**src/hpf_pkg.sv**
```systemverilog
// Shared types, constants and arithmetic helpers for the high-pass and pre-emphasis filter.
// Used by hpf_cfg, hpf_core and highpass_preemphasis_filter_top; depends on nothing else.
package hpf_pkg;

	localparam int SAMPLE_W  = 16;
	localparam int OUT_W     = 18;
	localparam int COEF_W    = 32;
	localparam int ACC_W     = 48;
	localparam int WIDE_W    = 56;
	localparam int CFG_IDX_W = 3;

	typedef enum logic [CFG_IDX_W-1:0] {
		REG_POLE_ONE = 3'd0,
		REG_POLE_TWO = 3'd1,
		REG_ZERO_ONE = 3'd2,
		REG_ZERO_TWO = 3'd3,
		REG_EMPHASIS = 3'd4
	} cfg_reg_t;

	localparam logic signed [COEF_W-1:0] POLE_ONE_RST = -32'sd535794486;
	localparam logic signed [COEF_W-1:0] POLE_TWO_RST = 32'sd267361714;
	localparam logic signed [COEF_W-1:0] ZERO_ONE_RST = -32'sd536870912;
	localparam logic signed [COEF_W-1:0] ZERO_TWO_RST = 32'sd268435456;
	localparam logic signed [COEF_W-1:0] EMPHASIS_RST = 32'sd228170138;

	localparam logic signed [33:0] OUT_MAX = 34'sd131071;
	localparam logic signed [33:0] OUT_MIN = -34'sd131072;

	typedef struct packed {
		logic signed [COEF_W-1:0] pole_one;
		logic signed [COEF_W-1:0] pole_two;
		logic signed [COEF_W-1:0] zero_one;
		logic signed [COEF_W-1:0] zero_two;
		logic signed [COEF_W-1:0] emphasis;
	} coef_t;

	typedef struct packed {
		logic signed [OUT_W-1:0] sample;
		logic                    frame_end;
		logic                    clipped;
	} result_t;

	function automatic logic signed [WIDE_W-1:0] ext56(input logic signed [ACC_W-1:0] v);
		return $signed({{(WIDE_W-ACC_W){v[ACC_W-1]}}, v});
	endfunction

	// Clamp to 48-bit signed: in range exactly when the bits above bit 47 match the sign.
	function automatic logic signed [ACC_W-1:0] sat48(input logic signed [WIDE_W-1:0] v);
		logic all_one;
		logic all_zero;
		all_one  = &v[WIDE_W-1:ACC_W-1];
		all_zero = ~|v[WIDE_W-1:ACC_W-1];
		if (all_one || all_zero)
			return v[ACC_W-1:0];
		else if (v[WIDE_W-1])
			return $signed({1'b1, {(ACC_W-1){1'b0}}});
		else
			return $signed({1'b0, {(ACC_W-1){1'b1}}});
	endfunction

	// Q3.28 coefficient times Q32.16 value, rounded half up back to Q32.16 and saturated.
	// The value is split into a signed upper half and an unsigned lower half so that
	// each partial product stays within 32 by 25 bits.
	function automatic logic signed [ACC_W-1:0] mulq(input logic signed [COEF_W-1:0] c,
			input logic signed [ACC_W-1:0] v);
		logic signed [23:0] hi;
		logic signed [24:0] lo;
		logic signed [55:0] p_hi;
		logic signed [56:0] p_lo;
		logic signed [81:0] acc;
		hi   = v[47:24];
		lo   = $signed({1'b0, v[23:0]});
		p_hi = c * hi;
		p_lo = c * lo;
		acc  = $signed({{2{p_hi[55]}}, p_hi, 24'd0})
			+ $signed({{25{p_lo[56]}}, p_lo})
			+ 82'sd134217728;
		return sat48($signed({{3{acc[80]}}, acc[80:28]}));
	endfunction

endpackage

```
**src/hpf_cfg.sv**
```systemverilog
// Coefficient register file of the filter, written through the configuration channel.
// Depends on hpf_pkg for the register codes, reset values and the coefficient struct.
module hpf_cfg (
	input  logic                            clk,
	input  logic                            arst_n,
	input  logic                            cfg_valid,
	output logic                            cfg_ready,
	input  logic [hpf_pkg::CFG_IDX_W-1:0]   cfg_index,
	input  logic [hpf_pkg::COEF_W-1:0]      cfg_data,
	output hpf_pkg::coef_t                  coef
);

	hpf_pkg::coef_t coef_q;

	assign cfg_ready = 1'b1;
	assign coef      = coef_q;

	always_ff @(posedge clk or negedge arst_n) begin
		if (!arst_n) begin
			coef_q.pole_one <= hpf_pkg::POLE_ONE_RST;
			coef_q.pole_two <= hpf_pkg::POLE_TWO_RST;
			coef_q.zero_one <= hpf_pkg::ZERO_ONE_RST;
			coef_q.zero_two <= hpf_pkg::ZERO_TWO_RST;
			coef_q.emphasis <= hpf_pkg::EMPHASIS_RST;
		end else if (cfg_valid) begin
			// Indexes past the last register are dropped.
			unique case (cfg_index)
				hpf_pkg::REG_POLE_ONE: coef_q.pole_one <= $signed(cfg_data);
				hpf_pkg::REG_POLE_TWO: coef_q.pole_two <= $signed(cfg_data);
				hpf_pkg::REG_ZERO_ONE: coef_q.zero_one <= $signed(cfg_data);
				hpf_pkg::REG_ZERO_TWO: coef_q.zero_two <= $signed(cfg_data);
				hpf_pkg::REG_EMPHASIS: coef_q.emphasis <= $signed(cfg_data);
				default: ;
			endcase
		end
	end

endmodule

```
**config.mk**
```make
export PLATFORM = sky130hd
export DESIGN_NAME = hpf_cfg
export DESIGN_NICKNAME = d
export VERILOG_FILES = /design/src/hpf_pkg.sv /design/src/hpf_cfg.sv
export SDC_FILE = /design/constraint.sdc
export NUM_CORES = 1
export LEC_CHECK = 0
export ABC_AREA = 1
export BUFFER_PORTS_ARGS = -buffer_cell sky130_fd_sc_hd__clkbuf_2
export CORE_MARGIN = 2
export CORE_UTILIZATION = 50
export CTS_CLUSTER_DIAMETER = 60
export DETAILED_ROUTE_END_ITERATION = 6
export GPL_ROUTABILITY_DRIVEN = 0
export GPL_TIMING_DRIVEN = 0
export PLACE_DENSITY = 0.76
export SLEW_MARGIN = 30
export SYNTH_ARGS = -nofsm -noshare
export SYNTH_HDL_FRONTEND = slang
export SYNTH_SLANG_ARGS = --single-unit
```
**constraint.sdc**
```tcl
create_clock -name clk -period 1.11 [get_ports clk]
set_input_delay 0.222 -clock clk [delete_from_list [all_inputs] [get_ports clk]]
set_output_delay 0.222 -clock clk [all_outputs]
set_load 0.005 [all_outputs]
```
==> summary.md <==
| Metric | Value |
|---|---|
| DP Wirelength | 13000 um |
| Final setup TNS | -13.25 ns |
| Hold/Removal Path Class | in -> async |
| Worst R2R Setup Slack | 0.18 ns |
| Fin nets | 1039 |
| Via density | 5.12 |
| Slew headroom | 62.5% |
| H-tree Lvls | 4 |
| M3 GR Usage | 6.69% |
| Overflow after GRT | 0 |
| WP data arrival | 1.09 ns |
| Final worst slack | -0.202 ns |
| Post-synth EDFFs | 0 |
| Drt total wl | 20300 um |
| Cell variety after synth | 13 |
| GRT Resource Usage Total | 28.9% |
| Req. time, crit path | 0.89 ns |
| Share of cells above drive strength 1 | 40.5% |
| CP max-delay cell | dfstp_2 |
| Synth top area cells | dfrtp_1, nand2_1, dfstp_2, nand3_1, buf_2 |
| Share of flip-flops with an asynchronous set or reset | 100% |
| Root buf cell | clkbuf_16 |
| Buf/Inv on CP | 1 |
| Crit path cell chain | clkbuf_2 |
| Die area | 0.0136 mm^2 |
| Reg-to-reg critical path endpoint | coef[109]$_DFFE_PN0P_ |
| Final Setup Violations | 160 |
| Residual DRC | 0 |
| Critical path's largest stage delay | 0.55 ns |
| PortBufs | 197 |
| Static leakage | 5.04 nW |
| Antenna violations before repair | 0 |
| RSZ-0062 raised after global routing | yes |
| Clock tree from TritonCTS | done |
| Worst setup path class | reg -> out |
| Hold Fails Final Rpt | 34 |
| Initial Util | 50.8% |
| Largest net degree at the start of global routing | 79 |
| Vias in the first global route | 5591 |
| Max Cap Violations | 0 |
| Peak VDD IR | 974 uV |
| Core Area | 0.0125 mm^2 |
| Top-count cell post-synth | nand2_1 |
| Yosys warnings | 0 |
| DRT iter0 DRCs | 511 |
| Die H | 117 um |
| Place WS | -0.215 ns |
| Clock Sinks | 160 |
| Share of the synthesized area in the top cell type | 42.9% |
| # rows | 41 |
| Synth top cells by count | nand2_1, nand3_1, dfrtp_1 |
| DR pass1 iterations | 5 |
| Area grow syn2layout | 40.3% |
| Inserted Clock Buffers | 17 |
| Antenna Cells | 0 |
| Layout fillers | 1013 |
| Main synth FF type | dfrtp_1 |
| CP delay by family, top | flip-flops |
| Final hold slack | -0.293 ns |
| Failing checks | negative hold slack, negative setup slack |
| Min Tclk post-route | 1.31 ns |
| CP Max Fanout | 2 |
| Max Fclk | 0.762 GHz |
| Area leader, netlist | dfrtp_1 |
| Post-synthesis cell area | 0.00636 mm^2 |
| Launch point of the worst reg-to-reg path | coef[109]$_DFFE_PN0P_ |
| Chip width | 117 um |
| Avg WL per Cell | 17.1 um |
| Outcome | finished, violations left |
| Met1 Track Usage GR | 38.4% |
| Sequential area share after synthesis | 63.9% |
| Setup crit end kind | primary output |
| Global Route met2 Usage | 45.8% |
| Largest register FFs | 160 |
| CTS clk-pin slew, worst paths | 0.06 ns |
| Vias | 6077 |
| Worst Skew | 0 ns |
| Antenna Nets Post-Route | 0 |
| First-pass GRT wire length | 29500 um |
| Busiest metal layer after global routing | met2 |
| Power Dens Cells | 1950 mW/mm^2 |
| Syn avg cell area | 9.03 um^2 |
| Worst setup SP type | flip-flop |
| R2R cell count | 4 |
| Max clock buf depth | 2 |
| Clk_lat worst skew | 0.42 ns |
| Syn Inst Count | 705 |
| Final period utilization | 118% |
| Yosys reg bits | 160 |
| I/O pin cnt | 199 |
| Syn_nets | 743 |
| Fin. max-slew vios | 0 |
| Worst slew pin tran | 0.562 ns |
-- metrics by stage --
step / hold WS, ns / util [%] / instances / instance area (um^2) / power [mW]
4_1_cts: -0.294 / 68.0 / 1149 / 8510 / 16.8
5_1_grt: -0.290 / 71.3 / 1186 / 8930 / 18.2
2_1_floorplan: -0.0736 / - / 705 / 6360 / 8.98
3_3_place_gp: 0.449 / 60.4 / 1074 / 7570 / 10.7
3_5_place_dp: 0.159 / 61.0 / 1076 / 7630 / 10.8
6_report: -0.293 / 71.3 / 1186 / 8930 / 17.4
-- how the worst max path moves through the flow --
stage	start	to	cells past startpoint
3_3_place_gp	arst_n	coef[37]$_DFFE_PN0P_	1
6_report	coef[12]$_DFFE_PN1P_	coef[12]	1
4_1_cts	coef[97]$_DFFE_PN1P_	coef[97]	1
5_1_grt	coef[12]$_DFFE_PN1P_	coef[12]	1
3_5_place_dp	cfg_valid	coef[98]$_DFFE_PN0P_	6
2_1_floorplan	cfg_valid	coef[140]$_DFFE_PN0P_	6
-- power by group --
group | internal [mW] | switching, mW
combinational | 2.07 | 1.90
clock | 3.19 | 2.37
sequential | 7.19 | 0.675
total | 12.4 | 4.94
-- area by class of cell --
type                       count  area (um^2)  area share, %
clock buffer                  19          453           5.07
tap                          172          215           2.41
sequential                   160         4070           45.6
clock inverter                13          115           1.29
buffer                        45          233           2.61
inverter                       6         22.5          0.252
timing repair buffer         277         1780           19.9
multi-input combinational    494         2040           22.9
-- cell usage in the layout (no fill, tap or decap) --
cell | synthesis | routed
dfrtp_1 | 109 | 109
clkbuf_8 | 0 | 3
buf_4 | 5 | 83
inv_1 | 1 | 1
clkbuf_16 | 0 | 17
conb_1 | 1 | 1
clkinvlp_4 | 0 | 4
clkbuf_2 | 0 | 172
buf_16 | 0 | 2
bufinv_16 | 0 | 1
nand3_1 | 128 | 128
buf_2 | 36 | 37
buf_1 | 3 | 3
dfstp_2 | 51 | 51
buf_6 | 0 | 23
clkbuf_1 | 1 | 1
clkinv_4 | 0 | 4
clkinv_2 | 0 | 4
nor2_4 | 3 | 3
inv_2 | 5 | 5
nand2_1 | 360 | 360
nor2_2 | 2 | 2
-- per-layer routing --
| layer | up-vias | part of all wire [%] |
|---|---|---|
| met1 | 2913 | 41 |
| met3 | 62 | 7.1 |
| li1 | 2821 | - |
| met5 | - | 0 |
| met2 | 281 | 48 |
| met4 | 0 | 4.0 |
-- what timing repair did --
action | in CTS | in global routing
endpoints found under the hold margin | 38 | 29
gates cloned | 0 | 0
resized for setup | 0 | 43
buffers inserted | 41 | 37
setup endpoints to repair | 160 | 160
-- logic make-up (layout without fill, tap and decap cells) --
| logic type | Yosys count | after routing | synth area share [%] |
|---|---|---|---|
| buf+inv | 51 | 360 | 4.01 |
| flops | 160 | 160 | 63.9 |
| simple gates | 493 | 493 | 32.0 |
| other cells | 1 | 1 | 0.0589 |
Note: power is estimated with default switching activity, not from simulation.
